==> src/ustc_pkg.sv <==
`timescale 1ns / 1ps
// ----------------------------------------------------------------------------
// ustc_pkg
// Shared widths, constants, types and tables for the seconds-to-civil
// converter pipeline.
// ----------------------------------------------------------------------------
package ustc_pkg;

    // field widths
    localparam int SEC_W   = 32;
    localparam int DAYS_W  = 16;
    localparam int TOD_W   = 17;
    localparam int YEAR_W  = 12;
    localparam int MON_W   = 4;
    localparam int DOM_W   = 5;
    localparam int HOUR_W  = 5;
    localparam int MIN_W   = 6;
    localparam int SECF_W  = 6;

    // days = (ts >> 7) / 675, reciprocal floor(2^35 / 675)
    localparam logic [25:0] DAY_RECIP  = 26'd50903316;
    localparam logic [9:0]  DAY_DIV    = 10'd675;

    // hour = (tod >> 4) / 225, reciprocal floor(2^16 / 225)
    localparam logic [8:0]  HOUR_RECIP = 9'd291;
    localparam logic [11:0] SECS_HOUR  = 12'd3600;

    // minute = (rem >> 2) / 15, reciprocal floor(2^16 / 15)
    localparam logic [12:0] MIN_RECIP  = 13'd4369;
    localparam logic [5:0]  SECS_MIN   = 6'd60;

    // civil-from-days constants
    localparam logic [19:0] DAY_SHIFT  = 20'd719468;
    localparam logic [19:0] ERA_FOUR   = 20'd584388;  // 4 * 146097
    localparam logic [19:0] ERA_FIVE   = 20'd730485;  // 5 * 146097
    localparam logic [17:0] CENT_DAYS  = 18'd36524;
    localparam logic [17:0] ERA_LAST   = 18'd146096;
    localparam logic [8:0]  YEAR_DAYS  = 9'd365;
    localparam logic [7:0]  Q365_RECIP = 8'd179;      // floor(2^16 / 365)
    localparam logic [9:0]  YOE_RECIP  = 10'd718;     // floor(2^18 / 365)
    localparam logic [8:0]  MP_RECIP   = 9'd428;      // floor(2^16 / 153)
    localparam logic [7:0]  MP_DIV     = 8'd153;
    localparam logic [YEAR_W-1:0] YEAR_ERA4 = 12'd1600;
    localparam logic [YEAR_W-1:0] YEAR_ERA5 = 12'd2000;

    // time of day fields carried beside the date
    typedef struct packed {
        logic [HOUR_W-1:0] hour;
        logic [MIN_W-1:0]  minute;
        logic [SECF_W-1:0] second;
    } t_tod;

    // first day of a march-based month within its year: (153 * mp + 2) / 5
    function automatic logic [8:0] month_start(input logic [3:0] mp);
        logic [8:0] v;
        case (mp)
            4'd0:    v = 9'd0;
            4'd1:    v = 9'd31;
            4'd2:    v = 9'd61;
            4'd3:    v = 9'd92;
            4'd4:    v = 9'd122;
            4'd5:    v = 9'd153;
            4'd6:    v = 9'd184;
            4'd7:    v = 9'd214;
            4'd8:    v = 9'd245;
            4'd9:    v = 9'd275;
            4'd10:   v = 9'd306;
            4'd11:   v = 9'd337;
            default: v = 9'd0;
        endcase
        return v;
    endfunction

endpackage

==> src/ustc_day_split.sv <==
`timescale 1ns / 1ps
// ----------------------------------------------------------------------------
// ustc_day_split
// Two-stage split of a seconds count into whole days and seconds of the day,
// using a reciprocal multiply with one correction step.
// ----------------------------------------------------------------------------
module ustc_day_split (
    input  logic                        i_clk,
    input  logic                        i_rst_n,
    input  logic                        i_valid,
    output logic                        o_stall,
    input  logic [ustc_pkg::SEC_W-1:0]  i_seconds,
    output logic                        o_valid,
    input  logic                        i_stall,
    output logic [ustc_pkg::DAYS_W-1:0] o_days,
    output logic [ustc_pkg::TOD_W-1:0]  o_tod
);
    import ustc_pkg::*;

    localparam int NSTG = 2;

    logic [NSTG-1:0] r_vld;
    logic [NSTG-1:0] adv;

    // stage 0 registers
    logic [24:0]       r_x;
    logic [6:0]        r_lo;
    logic [DAYS_W-1:0] r_q;

    // stage 0 next values
    logic [50:0]       prod;
    logic [DAYS_W-1:0] n_q;

    // stage 1 next values
    logic [24:0]       qm;
    logic [10:0]       rem;
    logic              corr;
    logic [DAYS_W-1:0] n_days;
    logic [9:0]        n_rem;

    // stage 1 registers
    logic [DAYS_W-1:0] r_days;
    logic [TOD_W-1:0]  r_tod;

    // advance chain, a stage moves when empty or when the next one moves
    always_comb begin
        adv[NSTG-1] = !r_vld[NSTG-1] || !i_stall;
        for (int k = NSTG - 2; k >= 0; k--) begin
            adv[k] = !r_vld[k] || adv[k+1];
        end
    end

    assign o_stall = !adv[0];
    assign o_valid = r_vld[NSTG-1];

    always_ff @(posedge i_clk) begin
        if (!i_rst_n) begin
            r_vld <= '0;
        end else begin
            if (adv[0]) r_vld[0] <= i_valid;
            if (adv[1]) r_vld[1] <= r_vld[0];
        end
    end

    // stage 0: estimate of days from the reciprocal
    assign prod = 51'(i_seconds[31:7]) * 51'(DAY_RECIP);
    assign n_q  = prod[50:35];

    always_ff @(posedge i_clk) begin
        if (adv[0]) begin
            r_x  <= i_seconds[31:7];
            r_lo <= i_seconds[6:0];
            r_q  <= n_q;
        end
    end

    // stage 1: remainder and correction of the estimate
    assign qm     = 25'(r_q) * 25'(DAY_DIV);
    assign rem    = 11'(r_x - qm);
    assign corr   = rem >= 11'(DAY_DIV);
    assign n_days = r_q + DAYS_W'(corr);
    assign n_rem  = corr ? 10'(rem - 11'(DAY_DIV)) : rem[9:0];

    always_ff @(posedge i_clk) begin
        if (adv[1]) begin
            r_days <= n_days;
            r_tod  <= {n_rem, r_lo};
        end
    end

    assign o_days = r_days;
    assign o_tod  = r_tod;

endmodule

==> src/ustc_tod_split.sv <==
`timescale 1ns / 1ps
// ----------------------------------------------------------------------------
// ustc_tod_split
// Four-stage split of seconds of the day into hour, minute and second; the
// day count rides along for the date stages.
// ----------------------------------------------------------------------------
module ustc_tod_split (
    input  logic                        i_clk,
    input  logic                        i_rst_n,
    input  logic                        i_valid,
    output logic                        o_stall,
    input  logic [ustc_pkg::DAYS_W-1:0] i_days,
    input  logic [ustc_pkg::TOD_W-1:0]  i_tod,
    output logic                        o_valid,
    input  logic                        i_stall,
    output logic [ustc_pkg::DAYS_W-1:0] o_days,
    output ustc_pkg::t_tod              o_tod
);
    import ustc_pkg::*;

    localparam int NSTG = 4;

    logic [NSTG-1:0]   r_vld;
    logic [NSTG-1:0]   adv;
    logic [DAYS_W-1:0] r_days [NSTG];

    // stage 0
    logic [21:0]       hprod;
    logic [HOUR_W-1:0] n_h_est;
    logic [TOD_W-1:0]  r_tod0;
    logic [HOUR_W-1:0] r_h_est;

    // stage 1
    logic [TOD_W-1:0]  hm;
    logic [12:0]       hrem;
    logic              hcorr;
    logic [HOUR_W-1:0] n_hour;
    logic [11:0]       n_rem;
    logic [HOUR_W-1:0] r_hour1;
    logic [11:0]       r_rem1;

    // stage 2
    logic [22:0]       mprod;
    logic [MIN_W-1:0]  n_m_est;
    logic [HOUR_W-1:0] r_hour2;
    logic [11:0]       r_rem2;
    logic [MIN_W-1:0]  r_m_est;

    // stage 3
    logic [11:0]       mm;
    logic [6:0]        mrem;
    logic              mcorr;
    t_tod              n_out;
    t_tod              r_out;

    always_comb begin
        adv[NSTG-1] = !r_vld[NSTG-1] || !i_stall;
        for (int k = NSTG - 2; k >= 0; k--) begin
            adv[k] = !r_vld[k] || adv[k+1];
        end
    end

    assign o_stall = !adv[0];
    assign o_valid = r_vld[NSTG-1];

    always_ff @(posedge i_clk) begin
        if (!i_rst_n) begin
            r_vld <= '0;
        end else begin
            if (adv[0]) r_vld[0] <= i_valid;
            for (int k = 1; k < NSTG; k++) begin
                if (adv[k]) r_vld[k] <= r_vld[k-1];
            end
        end
    end

    // day count travels with the request
    always_ff @(posedge i_clk) begin
        if (adv[0]) r_days[0] <= i_days;
        for (int k = 1; k < NSTG; k++) begin
            if (adv[k]) r_days[k] <= r_days[k-1];
        end
    end

    // stage 0: hour estimate
    assign hprod   = 22'(i_tod[16:4]) * 22'(HOUR_RECIP);
    assign n_h_est = hprod[20:16];

    always_ff @(posedge i_clk) begin
        if (adv[0]) begin
            r_tod0  <= i_tod;
            r_h_est <= n_h_est;
        end
    end

    // stage 1: hour correction, seconds within the hour
    assign hm     = 17'(r_h_est) * 17'(SECS_HOUR);
    assign hrem   = 13'(r_tod0 - hm);
    assign hcorr  = hrem >= 13'(SECS_HOUR);
    assign n_hour = r_h_est + HOUR_W'(hcorr);
    assign n_rem  = hcorr ? 12'(hrem - 13'(SECS_HOUR)) : hrem[11:0];

    always_ff @(posedge i_clk) begin
        if (adv[1]) begin
            r_hour1 <= n_hour;
            r_rem1  <= n_rem;
        end
    end

    // stage 2: minute estimate
    assign mprod   = 23'(r_rem1[11:2]) * 23'(MIN_RECIP);
    assign n_m_est = mprod[21:16];

    always_ff @(posedge i_clk) begin
        if (adv[2]) begin
            r_hour2 <= r_hour1;
            r_rem2  <= r_rem1;
            r_m_est <= n_m_est;
        end
    end

    // stage 3: minute correction and second
    assign mm    = 12'(r_m_est) * 12'(SECS_MIN);
    assign mrem  = 7'(r_rem2 - mm);
    assign mcorr = mrem >= 7'(SECS_MIN);

    always_comb begin
        n_out.hour   = r_hour2;
        n_out.minute = r_m_est + MIN_W'(mcorr);
        n_out.second = mcorr ? 6'(mrem - 7'(SECS_MIN)) : mrem[5:0];
    end

    always_ff @(posedge i_clk) begin
        if (adv[3]) r_out <= n_out;
    end

    assign o_days = r_days[NSTG-1];
    assign o_tod  = r_out;

endmodule

==> src/ustc_civil_date.sv <==
`timescale 1ns / 1ps
// ----------------------------------------------------------------------------
// ustc_civil_date
// Eight-stage civil-from-days conversion: era, day of era, year of era,
// day of a march-based year, then month, day and year. Time of day fields
// ride along.
// ----------------------------------------------------------------------------
module ustc_civil_date (
    input  logic                        i_clk,
    input  logic                        i_rst_n,
    input  logic                        i_valid,
    output logic                        o_stall,
    input  logic [ustc_pkg::DAYS_W-1:0] i_days,
    input  ustc_pkg::t_tod              i_tod,
    output logic                        o_valid,
    input  logic                        i_stall,
    output logic [ustc_pkg::YEAR_W-1:0] o_year,
    output logic [ustc_pkg::MON_W-1:0]  o_month,
    output logic [ustc_pkg::DOM_W-1:0]  o_day_of_month,
    output ustc_pkg::t_tod              o_tod
);
    import ustc_pkg::*;

    localparam int NSTG = 8;

    logic [NSTG-1:0] r_vld;
    logic [NSTG-1:0] adv;
    t_tod            r_tod [NSTG];
    logic            r_era5 [NSTG-1];

    // stage 0
    logic [19:0] z;
    logic        n_era5;
    logic [17:0] n_doe;
    logic [17:0] r_doe0;

    // stage 1
    logic [23:0] qprod;
    logic [6:0]  n_q1460;
    logic [17:0] r_doe1;
    logic [6:0]  r_q1460;

    // stage 2
    logic [15:0] qm;
    logic [9:0]  qrem;
    logic [6:0]  a1460;
    logic [2:0]  b36524;
    logic        c146096;
    logic [17:0] n_t;
    logic [17:0] r_doe2;
    logic [17:0] r_t2;

    // stage 3
    logic [27:0] yprod;
    logic [8:0]  n_y_est;
    logic [17:0] r_doe3;
    logic [17:0] r_t3;
    logic [8:0]  r_y_est;

    // stage 4
    logic [17:0] ym;
    logic [9:0]  yrem;
    logic [8:0]  n_yoe;
    logic [17:0] r_doe4;
    logic [8:0]  r_yoe4;

    // stage 5
    logic [1:0]  c100;
    logic [17:0] ybase;
    logic [8:0]  n_doy;
    logic [8:0]  r_yoe5;
    logic [8:0]  r_doy5;

    // stage 6
    logic [10:0] v6;
    logic [19:0] mprod;
    logic [3:0]  n_mp_est;
    logic [8:0]  r_yoe6;
    logic [8:0]  r_doy6;
    logic [3:0]  r_mp_est;

    // stage 7
    logic [10:0]       v7;
    logic [11:0]       mpm;
    logic [10:0]       mprem;
    logic [3:0]        mp;
    logic [MON_W-1:0]  n_mon;
    logic [DOM_W-1:0]  n_dom;
    logic [YEAR_W-1:0] n_year;
    logic [YEAR_W-1:0] r_year;
    logic [MON_W-1:0]  r_mon;
    logic [DOM_W-1:0]  r_dom;

    always_comb begin
        adv[NSTG-1] = !r_vld[NSTG-1] || !i_stall;
        for (int k = NSTG - 2; k >= 0; k--) begin
            adv[k] = !r_vld[k] || adv[k+1];
        end
    end

    assign o_stall = !adv[0];
    assign o_valid = r_vld[NSTG-1];

    always_ff @(posedge i_clk) begin
        if (!i_rst_n) begin
            r_vld <= '0;
        end else begin
            if (adv[0]) r_vld[0] <= i_valid;
            for (int k = 1; k < NSTG; k++) begin
                if (adv[k]) r_vld[k] <= r_vld[k-1];
            end
        end
    end

    // time of day and era travel with the request
    always_ff @(posedge i_clk) begin
        if (adv[0]) begin
            r_tod[0]  <= i_tod;
            r_era5[0] <= n_era5;
        end
        for (int k = 1; k < NSTG; k++) begin
            if (adv[k]) r_tod[k] <= r_tod[k-1];
        end
        for (int k = 1; k < NSTG - 1; k++) begin
            if (adv[k]) r_era5[k] <= r_era5[k-1];
        end
    end

    // stage 0: shift to the march epoch, era is four or five
    assign z      = 20'(i_days) + DAY_SHIFT;
    assign n_era5 = z >= ERA_FIVE;
    assign n_doe  = 18'(z - (n_era5 ? ERA_FIVE : ERA_FOUR));

    always_ff @(posedge i_clk) begin
        if (adv[0]) r_doe0 <= n_doe;
    end

    // stage 1: estimate of doe / 1460 as (doe >> 2) / 365
    assign qprod   = 24'(r_doe0[17:2]) * 24'(Q365_RECIP);
    assign n_q1460 = qprod[22:16];

    always_ff @(posedge i_clk) begin
        if (adv[1]) begin
            r_doe1  <= r_doe0;
            r_q1460 <= n_q1460;
        end
    end

    // stage 2: correct the leap count, century and era-end terms
    assign qm      = 16'(r_q1460) * 16'(YEAR_DAYS);
    assign qrem    = 10'(r_doe1[17:2] - qm);
    assign a1460   = r_q1460 + 7'(qrem >= 10'(YEAR_DAYS));
    assign b36524  = 3'(r_doe1 >= CENT_DAYS) + 3'(r_doe1 >= 18'(2 * 36524))
                   + 3'(r_doe1 >= 18'(3 * 36524)) + 3'(r_doe1 >= ERA_LAST);
    assign c146096 = r_doe1 == ERA_LAST;
    assign n_t     = r_doe1 - 18'(a1460) + 18'(b36524) - 18'(c146096);

    always_ff @(posedge i_clk) begin
        if (adv[2]) begin
            r_doe2 <= r_doe1;
            r_t2   <= n_t;
        end
    end

    // stage 3: year of era estimate
    assign yprod   = 28'(r_t2) * 28'(YOE_RECIP);
    assign n_y_est = yprod[26:18];

    always_ff @(posedge i_clk) begin
        if (adv[3]) begin
            r_doe3  <= r_doe2;
            r_t3    <= r_t2;
            r_y_est <= n_y_est;
        end
    end

    // stage 4: year of era correction
    assign ym    = 18'(r_y_est) * 18'(YEAR_DAYS);
    assign yrem  = 10'(r_t3 - ym);
    assign n_yoe = r_y_est + 9'(yrem >= 10'(YEAR_DAYS));

    always_ff @(posedge i_clk) begin
        if (adv[4]) begin
            r_doe4 <= r_doe3;
            r_yoe4 <= n_yoe;
        end
    end

    // stage 5: day of the march-based year
    assign c100  = 2'(r_yoe4 >= 9'd100) + 2'(r_yoe4 >= 9'd200) + 2'(r_yoe4 >= 9'd300);
    assign ybase = 18'(r_yoe4) * 18'(YEAR_DAYS) + 18'(r_yoe4[8:2]) - 18'(c100);
    assign n_doy = 9'(r_doe4 - ybase);

    always_ff @(posedge i_clk) begin
        if (adv[5]) begin
            r_yoe5 <= r_yoe4;
            r_doy5 <= n_doy;
        end
    end

    // stage 6: march-based month estimate
    assign v6       = 11'(r_doy5) * 11'd5 + 11'd2;
    assign mprod    = 20'(v6) * 20'(MP_RECIP);
    assign n_mp_est = mprod[19:16];

    always_ff @(posedge i_clk) begin
        if (adv[6]) begin
            r_yoe6   <= r_yoe5;
            r_doy6   <= r_doy5;
            r_mp_est <= n_mp_est;
        end
    end

    // stage 7: month correction, day, calendar month and year
    assign v7    = 11'(r_doy6) * 11'd5 + 11'd2;
    assign mpm   = 12'(r_mp_est) * 12'(MP_DIV);
    assign mprem = 11'(12'(v7) - mpm);
    assign mp    = r_mp_est + 4'(mprem >= 11'(MP_DIV));
    assign n_dom = DOM_W'(r_doy6 - month_start(mp) + 9'd1);
    assign n_mon = (mp < 4'd10) ? mp + 4'd3 : mp - 4'd9;
    assign n_year = 12'(r_yoe6) + (r_era5[NSTG-2] ? YEAR_ERA5 : YEAR_ERA4)
                  + 12'(n_mon <= 4'd2);

    always_ff @(posedge i_clk) begin
        if (adv[7]) begin
            r_year <= n_year;
            r_mon  <= n_mon;
            r_dom  <= n_dom;
        end
    end

    assign o_year         = r_year;
    assign o_month        = r_mon;
    assign o_day_of_month = r_dom;
    assign o_tod          = r_tod[NSTG-1];

endmodule

==> src/unix_seconds_to_civil_top.sv <==
`timescale 1ns / 1ps
// ----------------------------------------------------------------------------
// unix_seconds_to_civil_top
// Converts unsigned seconds since 1970-01-01 00:00:00 into a Gregorian date
// and time of day.
// ----------------------------------------------------------------------------
// Usage:
//   Input channel: i_valid / o_stall with i_seconds_since_epoch. A request is
//   taken at a rising edge with i_valid high and o_stall low.
//   Output channel: o_valid / i_stall with year, month, day, hour, minute and
//   second. A result is taken at a rising edge with o_valid high and i_stall
//   low; one result per request, in order.
//   The path runs through the day split, the time of day split and the civil
//   date stages. Each stage holds one request, so one request enters every
//   cycle while the output side takes results.
//   When i_stall is high the last stage holds its result; earlier stages keep
//   moving into empty slots, so o_stall rises only once all 14 stages are
//   full. Nothing is lost or repeated under stall.
//   Synchronous active-low reset empties the pipeline; there is no other
//   state and no configuration.
// ----------------------------------------------------------------------------
module unix_seconds_to_civil_top (
    input  logic                        i_clk,
    input  logic                        i_rst_n,
    input  logic                        i_valid,
    output logic                        o_stall,
    input  logic [ustc_pkg::SEC_W-1:0]  i_seconds_since_epoch,
    output logic                        o_valid,
    input  logic                        i_stall,
    output logic [ustc_pkg::YEAR_W-1:0] o_year,
    output logic [ustc_pkg::MON_W-1:0]  o_month,
    output logic [ustc_pkg::DOM_W-1:0]  o_day_of_month,
    output logic [ustc_pkg::HOUR_W-1:0] o_hour,
    output logic [ustc_pkg::MIN_W-1:0]  o_minute,
    output logic [ustc_pkg::SECF_W-1:0] o_second
);
    import ustc_pkg::*;

    // day split to time of day split
    logic              ds_valid;
    logic              ds_stall;
    logic [DAYS_W-1:0] ds_days;
    logic [TOD_W-1:0]  ds_tod;

    // time of day split to date stages
    logic              ts_valid;
    logic              ts_stall;
    logic [DAYS_W-1:0] ts_days;
    t_tod              ts_tod;

    t_tod              out_tod;

    // seconds into days and seconds of the day
    ustc_day_split u_day_split (
        .i_clk     (i_clk),
        .i_rst_n   (i_rst_n),
        .i_valid   (i_valid),
        .o_stall   (o_stall),
        .i_seconds (i_seconds_since_epoch),
        .o_valid   (ds_valid),
        .i_stall   (ds_stall),
        .o_days    (ds_days),
        .o_tod     (ds_tod)
    );

    // seconds of the day into hour, minute, second
    ustc_tod_split u_tod_split (
        .i_clk   (i_clk),
        .i_rst_n (i_rst_n),
        .i_valid (ds_valid),
        .o_stall (ds_stall),
        .i_days  (ds_days),
        .i_tod   (ds_tod),
        .o_valid (ts_valid),
        .i_stall (ts_stall),
        .o_days  (ts_days),
        .o_tod   (ts_tod)
    );

    // days into year, month, day
    ustc_civil_date u_civil_date (
        .i_clk          (i_clk),
        .i_rst_n        (i_rst_n),
        .i_valid        (ts_valid),
        .o_stall        (ts_stall),
        .i_days         (ts_days),
        .i_tod          (ts_tod),
        .o_valid        (o_valid),
        .i_stall        (i_stall),
        .o_year         (o_year),
        .o_month        (o_month),
        .o_day_of_month (o_day_of_month),
        .o_tod          (out_tod)
    );

    assign o_hour   = out_tod.hour;
    assign o_minute = out_tod.minute;
    assign o_second = out_tod.second;

endmodule

==> config.mk <==
export PLATFORM = sky130hd
export DESIGN_NAME = unix_seconds_to_civil_top
export DESIGN_NICKNAME = d
export VERILOG_FILES = /design/src/ustc_pkg.sv /design/src/ustc_day_split.sv /design/src/ustc_tod_split.sv /design/src/ustc_civil_date.sv /design/src/unix_seconds_to_civil_top.sv
export SDC_FILE = /design/constraint.sdc
export NUM_CORES = 2
export LEC_CHECK = 0
export BUFFER_PORTS_ARGS = -buffer_cell sky130_fd_sc_hd__buf_2
export CORE_UTILIZATION = 55
export DETAILED_ROUTE_END_ITERATION = 10
export PLACE_DENSITY = 0.71
export SYNTH_ARGS = -nofsm -noshare
export SYNTH_HDL_FRONTEND = slang
export SYNTH_SLANG_ARGS = --single-unit
==> constraint.sdc <==
create_clock -name i_clk -period 8.1 [get_ports i_clk]
set_input_delay 0.81 -clock i_clk [delete_from_list [all_inputs] [get_ports i_clk]]
set_output_delay 0.81 -clock i_clk [all_outputs]
set_load 0.01 [all_outputs]
==> flow_summary.ini <==
[outcome]
outcome = completed

[grt]
top_usage_layer = met2
grt_max_degree = 47
met3_usage_pct = 2.02
track_usage_pct = 19.3
grtUsageMet1_pct = 24.6
grt_pass1_wl_um = 129000
antenna_found_initial = 0
grt_overflow = 0
first_global_vias = 26700
use_met2_pct = 35.1

[route]
dr.first_iter.drc_count = 929
totalWireLength_um = 75000
ant_nets = 0
drc = 0
num_vias = 25300
dr.pass1.iters = 5
wl_per_cell_um = 15.4
viasPerCell = 5.19

[die]
die_w_um = 287
die_y_um = 287
fp.dieArea_um2 = 82300
coreArea_um2 = 80400
io_pins = 76
start_util_pct = 55.5
num_rows = 104

[sta]
fin_tns_setup_ns = 0
fmax_ghz = 0.138
worstMarginPinSlew_ns = 1.15
fin_crit_ns = 7.25
rsz0062_at_grt = false
finalCritPeriodShare_pct = 89.5
slew_headroom_pct = 22.7
drv_slew = 0
setup_viol = 0
fin_skew_ns = 0.0533
hold_viol_final = 0

[clock_tree]
cts_buffer_depth = 3
htreeDepth = 2
cts_hold_buf = 0
cts-buffers-inserted = 56
clk_pin_slew_worst_paths_ns = 0.07
clockRootBuffer = clkbuf_16
clk_latency_ns = 0.65
cts_tree = built
cts_setup_buffers = 0
cts_sinks = 535
cts.repair.resized = 0

[critical_path]
worstSetupStartpointType = register
timing.rr.end = u_civil_date.r_t2[16]
crit_path_end_kind = register
path_delay_family = adder cells
crit_start = u_civil_date.r_q1460[2]
critPathCapture = u_civil_date.r_t2[16]
cp_num_buf_inv = 2
reg2reg_depth = 26
cp_max_fo = 4
critical_path.max_stage_delay_ns = 0.55
critical_path_class = register to register
crit_required_ns = 8.43
reg2reg_slack_ns = 0.85
path_common_cell = fa_1
arrival_ns = 7.58
slowest_stage = fa_1
timing.rr.start = u_civil_date.r_q1460[2]
path_depth = 26

[final_layout]
fin_area_um2 = 48300
nets = 5071
finish.utilization_pct = 60.0
syn_to_final_growth_pct = 8.12
drive_above_1_share_pct = 5.66
final_cells = 4873
antenna_cells = 0

[min_path]
hp-class = input port to register

[logic_synthesis]
synthFlopType = edfxtp_1
synth_edf_count = 521
ys_ff_latch = 535
yosysSeqAreaShare_pct = 35.7
synthCells = 3644
synth.cell_area_um2 = 44600
synthArstFlopShare_pct = 0
postSynthNetCount = 4949
syn_area_per_cell_um2 = 12.3
synth.distinct_cells = 75
synth_warnings = 0

[placement]
hpwl_um = 60400
portBuffers = 75
place_area_um2 = 46300
gp_congestion = 0.833
dp.cells = 4768

[run]
maxCapViolations = 0
## layer usage
| layer | share of wire, % | up-vias |
|---|---|---|
| li1 | - | 12600 |
| met1 | 45 | 12300 |
| met2 | 51 | 268 |
| met3 | 2.6 | 88 |
| met4 | 1.7 | 0 |
| met5 | 0 | - |
## layout make-up
cell class / count / area [um^2]
clock buffer: 65 / 1480
clock inverter: 40 / 507
fill: 6463 / 32100
inverter: 766 / 2880
multi-input combinational: 2322 / 25700
sequential: 535 / 15900
tap: 1060 / 1330
timing repair buffer: 85 / 450
## sequential cells by signal, summed over array words and instances, names as in the netlist, 11 cells and up
signal / count
u_civil_date.r_tod: 136
u_tod_split.r_days: 64
u_civil_date.r_doe0: 18
u_civil_date.r_doe1: 18
u_civil_date.r_t2: 18
u_day_split.o_tod: 17
u_tod_split.o_tod: 17
u_day_split.o_days: 16
u_day_split.r_q: 16
u_tod_split.r_tod0: 13
u_civil_date.o_year: 12
u_tod_split.r_rem1: 12
u_day_split.r_x: 11
## through the flow
stage               hold WS (ns)  worst slack [ns]
floorplan                  0.400              1.42
global placement           0.401             0.946
detailed placement         0.405             0.868
CTS                        0.317             0.841
global route               0.329             0.473
finish                     0.357             0.847
## layout by cell type, fill, tap and decap left out, types with 12 or more instances in the layout
cell type / n
nor2b_1: 34
a21o_1: 48
dfxtp_1: 14
xor2_1: 71
nor3_1: 26
a21oi_1: 105
nand2_1: 95
nor4_1: 12
inv_1: 764
a211oi_1: 14
xnor2_1: 189
and3_1: 21
o21ai_0: 77
o21bai_1: 18
nand2b_1: 23
o21a_1: 23
a31oi_1: 15
nand3_1: 38
ha_1: 888
buf_2: 75
edfxtp_1: 521
fa_1: 381
nor2_1: 64
or2_2: 14
nand4_1: 27
clkbuf_16: 56
## cell usage after synthesis, drive strengths merged, types with 7 or more instances
| library cell | n | area (um^2) |
|---|---|---|
| fa | 381 | 7630 |
| nand3 | 40 | 200 |
| nor4 | 12 | 75.1 |
| a21o | 48 | 360 |
| o21ai | 86 | 434 |
| nor2 | 64 | 240 |
| or3 | 7 | 43.8 |
| nor3 | 26 | 130 |
| a211oi | 14 | 105 |
| buf | 19 | 138 |
| o21bai | 18 | 135 |
| inv | 766 | 2880 |
| nor2b | 34 | 213 |
| nand2b | 23 | 144 |
| and3 | 21 | 131 |
| o211ai | 7 | 57.6 |
| xor2 | 71 | 622 |
| nand2 | 96 | 360 |
| or2 | 14 | 87.6 |
| dfxtp | 14 | 280 |
| xnor2 | 189 | 1660 |
| o21a | 23 | 173 |
| a21boi | 9 | 67.6 |
| and2 | 9 | 56.3 |
| edfxtp | 521 | 15600 |
| a21oi | 107 | 551 |
| nand4 | 27 | 169 |
| a31oi | 15 | 93.8 |
| ha | 888 | 11100 |
## worst min path at each step
stage / from / to / depth (start not counted)
after floorplan: u_civil_date.r_doe0[0] / u_civil_date.r_doe1[0] / 0
after global placement: u_tod_split.r_days[1][15] / u_tod_split.r_days[2][15] / 0
after detailed placement: u_civil_date.r_doe2[5] / u_civil_date.r_doe3[5] / 0
after CTS: i_seconds_since_epoch[1] / u_day_split.r_lo[1] / 1
after global routing: i_seconds_since_epoch[1] / u_day_split.r_lo[1] / 1
final: i_seconds_since_epoch[1] / u_day_split.r_lo[1] / 1
## worst reg2reg max path: stages, from the launching register on
cell	delay, ns
edfxtp_1	0.47
ha_1	0.28
fa_1	0.47
fa_1	0.49
inv_1	0.06
fa_1	0.49
ha_1	0.35
a21o_1	0.17
a21oi_1	0.20
o21ai_0	0.15
xnor2_1	0.16
o21ai_0	0.13
ha_1	0.34
fa_1	0.55
inv_1	0.07
fa_1	0.48
nand2_1	0.10
fa_1	0.20
nor2b_1	0.06
o21a_1	0.18
o21ai_0	0.26
a31o_2	0.22
a21oi_1	0.08
o41ai_1	0.43
o21ai_0	0.28
nor4_1	0.23
a211oi_1	0.09
## kinds of logic after synthesis
group / count (synthesis) / share of synthesized area [%]
adder cells (fa/ha/maj): 1269 / 42.0
buffers and inverters: 787 / 6.77
flip-flops: 535 / 35.7
AND/OR/NAND/NOR: 398 / 4.60
AO/OA/AOI/OAI: 387 / 5.71
XOR/XNOR: 260 / 5.10
multiplexers: 8 / 0.185
Power is left out: the tool's default activity adds up to more than one toggle a clock period on the data nets, which glitch-free logic cannot reach.
